$ cat src/rtl/uvst_pkg.sv
// ----------------------------------------------------------------------------
// uvst_pkg: shared definitions for the unique value set table
// Sizes, status codes, operation codes and the control word that the
// sequencer broadcasts to every storage cell of the chain.
// ----------------------------------------------------------------------------
`default_nettype none

package uvst_pkg;

	// table size and derived widths
	localparam int CAPACITY      = 16;
	localparam int CNT_W         = $clog2(CAPACITY + 1);
	localparam int IDX_W         = $clog2(CAPACITY);
	localparam int VAL_W         = 32;

	// fixed field widths of the result word
	localparam int STATUS_W      = 3;
	localparam int ENTRY_COUNT_W = 5;
	localparam int ENTRY_INDEX_W = 4;

	// stream widths
	localparam int S_TDATA_W     = 32;
	localparam int S_TUSER_W     = 1;
	localparam int M_TDATA_W     = 48;
	localparam int M_TUSER_W     = 4;

	// operation codes
	localparam logic OP_ADD    = 1'b0;
	localparam logic OP_REMOVE = 1'b1;

	// status codes
	localparam logic [STATUS_W-1:0] ST_ADDED     = 3'd0;
	localparam logic [STATUS_W-1:0] ST_PRESENT   = 3'd1;
	localparam logic [STATUS_W-1:0] ST_FULL      = 3'd2;
	localparam logic [STATUS_W-1:0] ST_REMOVED   = 3'd3;
	localparam logic [STATUS_W-1:0] ST_NOT_FOUND = 3'd4;

	// command broadcast to all cells
	typedef enum logic [2:0] {
		CMD_HOLD,
		CMD_SRCH,
		CMD_APPEND,
		CMD_REMOVE,
		CMD_ROTATE
	} cell_cmd_t;

	typedef struct packed {
		cell_cmd_t          cmd;
		logic [VAL_W-1:0]   key;
	} cell_ctl_t;

endpackage

`default_nettype wire

$ cat src/rtl/uvst_cell.sv
// ----------------------------------------------------------------------------
// uvst_cell: one storage cell of the set chain
// Holds one value, compares it against the broadcast key, and takes its
// upper neighbor's value when closing a gap or rotating the ring.
// ----------------------------------------------------------------------------
`default_nettype none

module uvst_cell
	import uvst_pkg::*;
(
	input  wire logic             clk,
	input  wire logic             arst_n,
	input  wire cell_ctl_t        ctl,
	input  wire logic             occ,        // cell lies below the fill count
	input  wire logic             tail,       // cell is the first free slot
	input  wire logic             sh_in,      // a match sits at or below the lower neighbor
	input  wire logic [VAL_W-1:0] nbr_value,  // value of the upper neighbor
	output logic                  sh_out,
	output logic                  match_q,
	output logic [VAL_W-1:0]      value_q
);

	logic hit;

	// compare stored value against the key
	assign hit    = occ && (value_q == ctl.key);
	assign sh_out = sh_in | match_q;

	// latch compare result during search
	always_ff @(posedge clk or negedge arst_n) begin
		if (!arst_n) begin
			match_q <= 1'b0;
		end else if (ctl.cmd == CMD_SRCH) begin
			match_q <= hit;
		end
	end

	// update stored value
	always_ff @(posedge clk) begin
		unique case (ctl.cmd)
			CMD_APPEND: begin
				if (tail) begin
					value_q <= ctl.key;
				end
			end
			CMD_REMOVE: begin
				if (sh_out) begin
					value_q <= nbr_value;
				end
			end
			CMD_ROTATE: begin
				value_q <= nbr_value;
			end
			CMD_HOLD, CMD_SRCH: begin
				value_q <= value_q;
			end
			default: begin
				value_q <= value_q;
			end
		endcase
	end

endmodule

`default_nettype wire

$ cat src/rtl/unique_value_set_table.sv
// A word accepted on the input passes the search and update states into the listing state,
// where its first result word is registered on the output. The input takes no new word until the
// listing has made a full turn of the cell ring; an item that leaves the table empty lists a
// single word, and output stalls hold the listing back.
// Reset: arst_n clears the fill count, sequencer and output valid, not the stored values.
// ----------------------------------------------------------------------------
// unique_value_set_table: insertion-ordered set with compaction
// A chain of storage cells keeps up to CAPACITY distinct values in insertion
// order. Each input word adds or removes one value, then the whole table is
// listed as a run of result words by rotating the ring once.
// ----------------------------------------------------------------------------
`default_nettype none

module unique_value_set_table
	import uvst_pkg::*;
(
	input  wire logic                 clk,
	input  wire logic                 arst_n,
	input  wire logic                 s_tvalid,
	output logic                      s_tready,
	input  wire logic [S_TDATA_W-1:0] s_tdata,   // [31:0] value
	input  wire logic [S_TUSER_W-1:0] s_tuser,   // [0] operation
	output logic                      m_tvalid,
	input  wire logic                 m_tready,
	output logic [M_TDATA_W-1:0]      m_tdata,   // [4:0] entry_count, [8:5] entry_index,
	                                             // [40:9] entry_value, [47:41] zero
	output logic [M_TUSER_W-1:0]      m_tuser,   // [2:0] status, [3] entry_valid
	output logic                      m_tlast    // last
);

	localparam logic [1:0] S_IDLE = 2'd0;
	localparam logic [1:0] S_SRCH = 2'd1;
	localparam logic [1:0] S_UPD  = 2'd2;
	localparam logic [1:0] S_LIST = 2'd3;

	logic [1:0]               state_q;
	logic                     op_q;
	logic [VAL_W-1:0]         key_q;
	logic [CNT_W-1:0]         count_q;
	logic [IDX_W-1:0]         idx_q;
	logic [STATUS_W-1:0]      status_q;

	cell_ctl_t                ctl;
	logic [CAPACITY-1:0]      occ;
	logic [CAPACITY-1:0]      tail;
	logic [CAPACITY-1:0]      match_vec;
	logic [CAPACITY:0]        sh;
	logic [VAL_W-1:0]         cell_value [CAPACITY];

	logic                     hit;
	logic                     full;
	logic                     out_free;
	logic                     emit;
	logic                     list_go;
	logic                     is_last;
	logic [STATUS_W-1:0]      upd_status;
	cell_cmd_t                upd_cmd;

	logic [STATUS_W-1:0]      o_status_q;
	logic [CNT_W-1:0]         o_count_q;
	logic [IDX_W-1:0]         o_index_q;
	logic [VAL_W-1:0]         o_value_q;
	logic                     o_evalid_q;
	logic                     o_last_q;
	logic                     m_tvalid_q;

	assign s_tready = (state_q == S_IDLE);

	// per-cell occupancy and tail flags
	generate
		for (genvar i = 0; i < CAPACITY; i++) begin : g_flag
			assign occ[i]  = (CNT_W'(i) < count_q);
			assign tail[i] = (CNT_W'(i) == count_q);
		end
	endgenerate

	// chain of cells, ring closed from the top cell back to cell 0
	assign sh[0] = 1'b0;
	generate
		for (genvar i = 0; i < CAPACITY; i++) begin : g_cell
			uvst_cell u_cell (
				.clk       (clk),
				.arst_n    (arst_n),
				.ctl       (ctl),
				.occ       (occ[i]),
				.tail      (tail[i]),
				.sh_in     (sh[i]),
				.nbr_value (cell_value[(i + 1) % CAPACITY]),
				.sh_out    (sh[i+1]),
				.match_q   (match_vec[i]),
				.value_q   (cell_value[i])
			);
		end
	endgenerate

	// decide the operation outcome
	assign hit  = |match_vec;
	assign full = (count_q == CNT_W'(CAPACITY));

	always_comb begin
		upd_status = ST_NOT_FOUND;
		upd_cmd    = CMD_HOLD;
		if (op_q == OP_ADD) begin
			if (hit) begin
				upd_status = ST_PRESENT;
			end else if (full) begin
				upd_status = ST_FULL;
			end else begin
				upd_status = ST_ADDED;
				upd_cmd    = CMD_APPEND;
			end
		end else begin
			if (hit) begin
				upd_status = ST_REMOVED;
				upd_cmd    = CMD_REMOVE;
			end
		end
	end

	// listing step control
	assign out_free = !m_tvalid_q || m_tready;
	assign emit     = (count_q == '0) || (CNT_W'(idx_q) < count_q);
	assign list_go  = (state_q == S_LIST) && (!emit || out_free);
	assign is_last  = (CNT_W'(idx_q) == (count_q - 1'b1));

	// broadcast command to the chain
	always_comb begin
		ctl.key = key_q;
		ctl.cmd = CMD_HOLD;
		unique case (state_q)
			S_SRCH: ctl.cmd = CMD_SRCH;
			S_UPD:  ctl.cmd = upd_cmd;
			S_LIST: begin
				if (list_go && (count_q != '0)) begin
					ctl.cmd = CMD_ROTATE;
				end
			end
			default: ctl.cmd = CMD_HOLD;
		endcase
	end

	// sequencer
	always_ff @(posedge clk or negedge arst_n) begin
		if (!arst_n) begin
			state_q  <= S_IDLE;
			count_q  <= '0;
			idx_q    <= '0;
			status_q <= ST_ADDED;
		end else begin
			unique case (state_q)
				S_IDLE: begin
					if (s_tvalid) begin
						state_q <= S_SRCH;
					end
				end
				S_SRCH: begin
					state_q <= S_UPD;
				end
				S_UPD: begin
					status_q <= upd_status;
					idx_q    <= '0;
					state_q  <= S_LIST;
					if (upd_cmd == CMD_APPEND) begin
						count_q <= count_q + 1'b1;
					end else if (upd_cmd == CMD_REMOVE) begin
						count_q <= count_q - 1'b1;
					end
				end
				S_LIST: begin
					if (list_go) begin
						if ((count_q == '0) || (idx_q == IDX_W'(CAPACITY - 1))) begin
							state_q <= S_IDLE;
						end else begin
							idx_q <= idx_q + 1'b1;
						end
					end
				end
				default: state_q <= S_IDLE;
			endcase
		end
	end

	// hold the accepted word
	always_ff @(posedge clk) begin
		if (s_tvalid && s_tready) begin
			op_q  <= s_tuser[0];
			key_q <= s_tdata[VAL_W-1:0];
		end
	end

	// output valid
	always_ff @(posedge clk or negedge arst_n) begin
		if (!arst_n) begin
			m_tvalid_q <= 1'b0;
		end else if (list_go && emit) begin
			m_tvalid_q <= 1'b1;
		end else if (m_tready) begin
			m_tvalid_q <= 1'b0;
		end
	end

	// output payload
	always_ff @(posedge clk) begin
		if (list_go && emit) begin
			o_status_q <= status_q;
			o_count_q  <= count_q;
			if (count_q == '0) begin
				o_index_q  <= '0;
				o_value_q  <= '0;
				o_evalid_q <= 1'b0;
				o_last_q   <= 1'b1;
			end else begin
				o_index_q  <= idx_q;
				o_value_q  <= cell_value[0];
				o_evalid_q <= 1'b1;
				o_last_q   <= is_last;
			end
		end
	end

	assign m_tvalid = m_tvalid_q;
	assign m_tdata  = {7'b0, o_value_q, ENTRY_INDEX_W'(o_index_q),
	                   ENTRY_COUNT_W'(o_count_q)};
	assign m_tuser  = {o_evalid_q, o_status_q};
	assign m_tlast  = o_last_q;

endmodule

`default_nettype wire

$ cat config.mk
export PLATFORM = sky130hd
export DESIGN_NAME = unique_value_set_table
export DESIGN_NICKNAME = d
export VERILOG_FILES = /design/src/rtl/uvst_pkg.sv /design/src/rtl/uvst_cell.sv /design/src/rtl/unique_value_set_table.sv
export SDC_FILE = /design/constraint.sdc
export NUM_CORES = 1
export LEC_CHECK = 0
export BUFFER_PORTS_ARGS = -buffer_cell sky130_fd_sc_hd__buf_2
export CORE_ASPECT_RATIO = 1.5
export CORE_MARGIN = 4
export CORE_UTILIZATION = 39
export DETAILED_ROUTE_END_ITERATION = 16
export PLACE_DENSITY = 0.64
export SLEW_MARGIN = 15
export SYNTH_ARGS = -nofsm -noshare
export SYNTH_HDL_FRONTEND = slang
export SYNTH_HIERARCHICAL = 1
export SYNTH_SLANG_ARGS = --single-unit
$ cat constraint.sdc
create_clock -name clk -period 8.78 [get_ports clk]
set_input_delay 1.317 -clock clk [delete_from_list [all_inputs] [get_ports clk]]
set_output_delay 1.317 -clock clk [all_outputs]
set_load 0.005 [all_outputs]
==> results by group <==
Status
  • Run status: completed

Drt
  • Post-route DRC violation count: 0
  • Vias post-DR: approximately 19k
  • Drt first pass iters: 5
  • ANT nets after route: 0
  • Wire per inst: about 24 µm
  • Vias per cell: 5.338
  • Final routed wirelength across all metal layers: 86,140 µm
  • Iteration-0 DRC Markers: 1,205

Logic synthesis
  • Cell count after synthesis: 2,270
  • Multiplexer share of the synthesized area: 0.1827
  • Async set or reset register ratio after synthesis: 0.04984
  • #FFs+latches synth: 622
  • Count of cell types in the netlist: 50
  • Synth Area in XOR/XNOR: 0.1389
  • Synth Area in Compound Gates: 0.01840
  • Count of synthesis-stage warnings from yosys: 6
  • Combinational family with the most area after synthesis: multiplexers
  • Post-synth design cell area: 32,780 µm²
  • Dominant synthesized flop cell: edfxtp_1
  • Simple-gate portion of the synthesized area: 0.07554
  • Number of synthesized flops with an enable pin: 591
  • Syn Area/Cell: 14.44 µm²
  • Fraction of the yosys area taken by sequential cells: 0.5651
  • Adder-Cell Fraction of Synth Area: 0.004962

Clock network
  • Clock insertion delay at the later pin of the skew report: 0.64 ns
  • Sinks on Clock Net: 622
  • Clock slew at the register clock pins of the worst setup and hold paths: approximately 0.070 ns
  • H-tree level count: 2
  • Clock tree buffer depth: 3
  • Hold bufs inserted after CTS: 0
  • Number of buffers created by CTS: 59
  • Count of cells resized by post-cts repair: 0
  • TritonCTS clock tree: done
  • Setup Buffers After CTS: 0
  • Cell at the root of the clock tree: clkbuf_16

STA
  • Worst hold margin: 0.4533 ns
  • Final setup fails: 0
  • Post-route fraction of the period consumed by the critical path: 0.6617
  • Total negative setup slack: 0 ns
  • Setup repair after global routing missed its margin: no
  • Transition time at the pin with the least slew margin: 1.040 ns
  • Final hold violations: 0
  • Max-slew violation total from the final report: 0
  • Highest achievable clock rate: 172.1 MHz
  • Final period demand of the worst path: 5.809 ns
  • Slew headroom: 0.3066
  • Worst clock skew on the final layout: between 0.03 and 0.04 ns

Floorplanning
  • Placeable Area: approximately 84,000 µm²
  • Rows: 130
  • Width of the chip: 244.7 µm
  • # IOs: just over 90
  • Vertical die dimension: 363.1 µm
  • Starting density of the core: 0.3921
  • Full die area: 88,850 µm²

Global routing
  • Remaining Overflow, GRT: 0
  • Wire length of the first global-routing pass: approximately 130,000 µm
  • GRT Resource Usage Total: 0.1900
  • Pin count of the biggest net entering global routing: 65
  • Number of global-route vias before repair: 20.28k
  • Antenna violations before repair: 1

Layout
  • NumNets Final: 2,470
  • Final Instance Area: 36,840 µm²
  • Share of cells above drive strength 1: 0.1430
  • Fillers: 7,536
  • Area overhead of the layout relative to synthesis: 12.39%
  • # diodes: 0

Place
  • Placed wire-length estimate: 57,250 µm
  • Final weighted congestion in routability-driven placement: 0.8713
  • Buffers added on ports: 84
  • Placed cell area: ~35,000 µm²

Run
  • Reported max-cap violation count: 0

Pwr
  • Leakage component of the power: 12.65 nW
  • Power per cell area: about 330 nW/µm²
  • Maximum vdd drop: approximately 0.0002 V
  • Total chip power: 12.33 mW

Critical path
  • CP Capture Type: register
  • Cell type of the slowest stage on the worst timing path: dfrtp_1
  • Cell type group with the largest total delay on the critical path: simple AND/OR/NAND/NOR gates
  • Critical Path, Cell by Cell: or2_2 -> or2_2 -> or2_2 -> or2_2 -> or2_2 -> or2_2 -> or2_2 -> or2_2 -> or2_2 -> or2_2 -> or2_2 -> or2_2 -> or2_2 -> or2_2 -> or2_2 -> or2_2 -> mux2i_1 -> o21ai_2 -> buf_4
  • Most used cell along the critical path: or2_2
  • Max stage delay on crit path: about 0.42 ns
  • Number of buffer and inverter stages on the critical path: 1
  • Critical path startpoint category: register
  • Worst path required time: about 9.1 ns
  • Worst path arrival time: 6.16 ns
  • Critical path start-end classification: reg -> reg
  • Top fanout value on the critical path: 32

Hold path
  • Class of the tightest hold or removal check: reg -> reg
==> Yosys cell counts, types with 21 or more instances <==
cell,count,area share
o21ai_0,24,0.0037
xnor2_1,24,0.0064
nand3_1,40,0.0061
dfrtp_1,31,0.024
nor4_1,100,0.019
nand2_1,51,0.0058
inv_1,29,0.0033
mux2_1,513,0.18
and2_1,39,0.0074
xor2_1,496,0.13
nor2_1,36,0.0041
buf_2,51,0.0078
nor4_2,32,0.012
edfxtp_1,591,0.54
nand2b_1,21,0.0040
==> through the flow <==
stage | util | std cells | worst slack, ns
after floorplan | - | 2277 | 2.190
after global routing | 0.4406 | 3590 | 2.789
final | 0.4406 | 3590 | 2.971
after CTS | 0.4406 | 3590 | 2.990
after global placement | 0.4179 | 3481 | 3.008
after detailed placement | 0.4179 | 3481 | 3.021
==> worst register-to-register path, cell delays in order, from the launching register on <==
cell,delay (ns)
dfrtp_1,0.42
or2_2,0.33
or2_2,0.29
or2_2,0.29
or2_2,0.29
or2_2,0.29
or2_2,0.29
or2_2,0.28
or2_2,0.29
or2_2,0.29
or2_2,0.28
or2_2,0.28
or2_2,0.28
or2_2,0.28
or2_2,0.29
or2_2,0.29
or2_2,0.28
mux2i_1,0.18
o21ai_2,0.07
buf_4,0.24
==> flip-flops by register name (all words and copies together), names as in the netlist <==
name and count:
g_cell.u_cell/value_q 512, key_q 32, o_value_q 32, g_cell.u_cell/match_q 16
count_q 5, o_count_q 5, idx_q 4, o_index_q 4
o_status_q 3, status_q 3, state_q 2, m_tlast 1
m_tvalid 1, o_evalid_q 1, op_q 1
==> layout make-up <==
cell class	instances	area (µm²)	area share
well taps	1122	1404	0.03811
repair buffers	153	938.4	0.02547
clock inverters	40	364.1	0.009883
inverters	29	108.9	0.002955
multi-input cells	1555	13970	0.3791
flip-flops and latches	622	18520	0.5028
clock buffers	69	1535	0.04167
==> layer usage <==
layer / up-vias / global-route usage / share of wire
met3: 239 / 0.02921 / 0.047
met2: 650 / 0.3242 / 0.49
met1: 9510 / 0.2227 / 0.39
met4: 0 / 0.1237 / 0.076
li1: 8766 / - / -
met5: - / 0 / 0
==> final timing paths <==
check | end | cells after the start | slack, ns | from
worst max-delay path | g_cell[15].u_cell/value_q[1]$_DFFE_PP_ | 19 | 2.97 | g_cell[0].u_cell/match_q$_DFFE_PN0N_
worst min-delay path | o_status_q[2]$_DFFE_PP_ | 0 | 0.45 | status_q[2]$_DFFE_PN0P_
worst max register to register | g_cell[15].u_cell/value_q[1]$_DFFE_PP_ | 19 | 2.97 | g_cell[0].u_cell/match_q$_DFFE_PN0N_
worst min register to register | o_status_q[2]$_DFFE_PP_ | 0 | 0.45 | status_q[2]$_DFFE_PN0P_
max in group asynchronous | g_cell[5].u_cell/match_q$_DFFE_PN0N_ | 1 | 7.33 | arst_n
min in group asynchronous | idx_q[1]$_DFFE_PN0P_ | 1 | 0.84 | arst_n
==> where the power goes <==
group	internal [mW]	switching (mW)
clock network	1.38	1.14
logic	1.70	2.54
registers	4.78	0.785
total	7.86	4.47
==> cell usage in the layout (no fill, tap or decap), types with 21 or more instances in the layout <==
| cell | n |
|---|---|
| nor4_1 | 100 |
| inv_1 | 29 |
| nor4_2 | 32 |
| nand2_1 | 51 |
| nor2_1 | 36 |
| and2_1 | 38 |
| o21ai_2 | 32 |
| nand3_1 | 40 |
| nand2b_1 | 21 |
| mux2_1 | 513 |
| edfxtp_1 | 591 |
| clkbuf_16 | 60 |
| buf_4 | 69 |
| dfrtp_1 | 31 |
| xnor2_1 | 24 |
| buf_2 | 84 |
| xor2_1 | 496 |
==> cell families after synthesis <==
kind of cell,count (synthesis)
XOR/XNOR,520
buffers and inverters,100
flip-flops,622
AO/OA/AOI/OAI,83
AND/OR/NAND/NOR,397
adder cells (fa/ha/maj),13
other,1
multiplexers,534
Power figures use the tool's default switching activity.
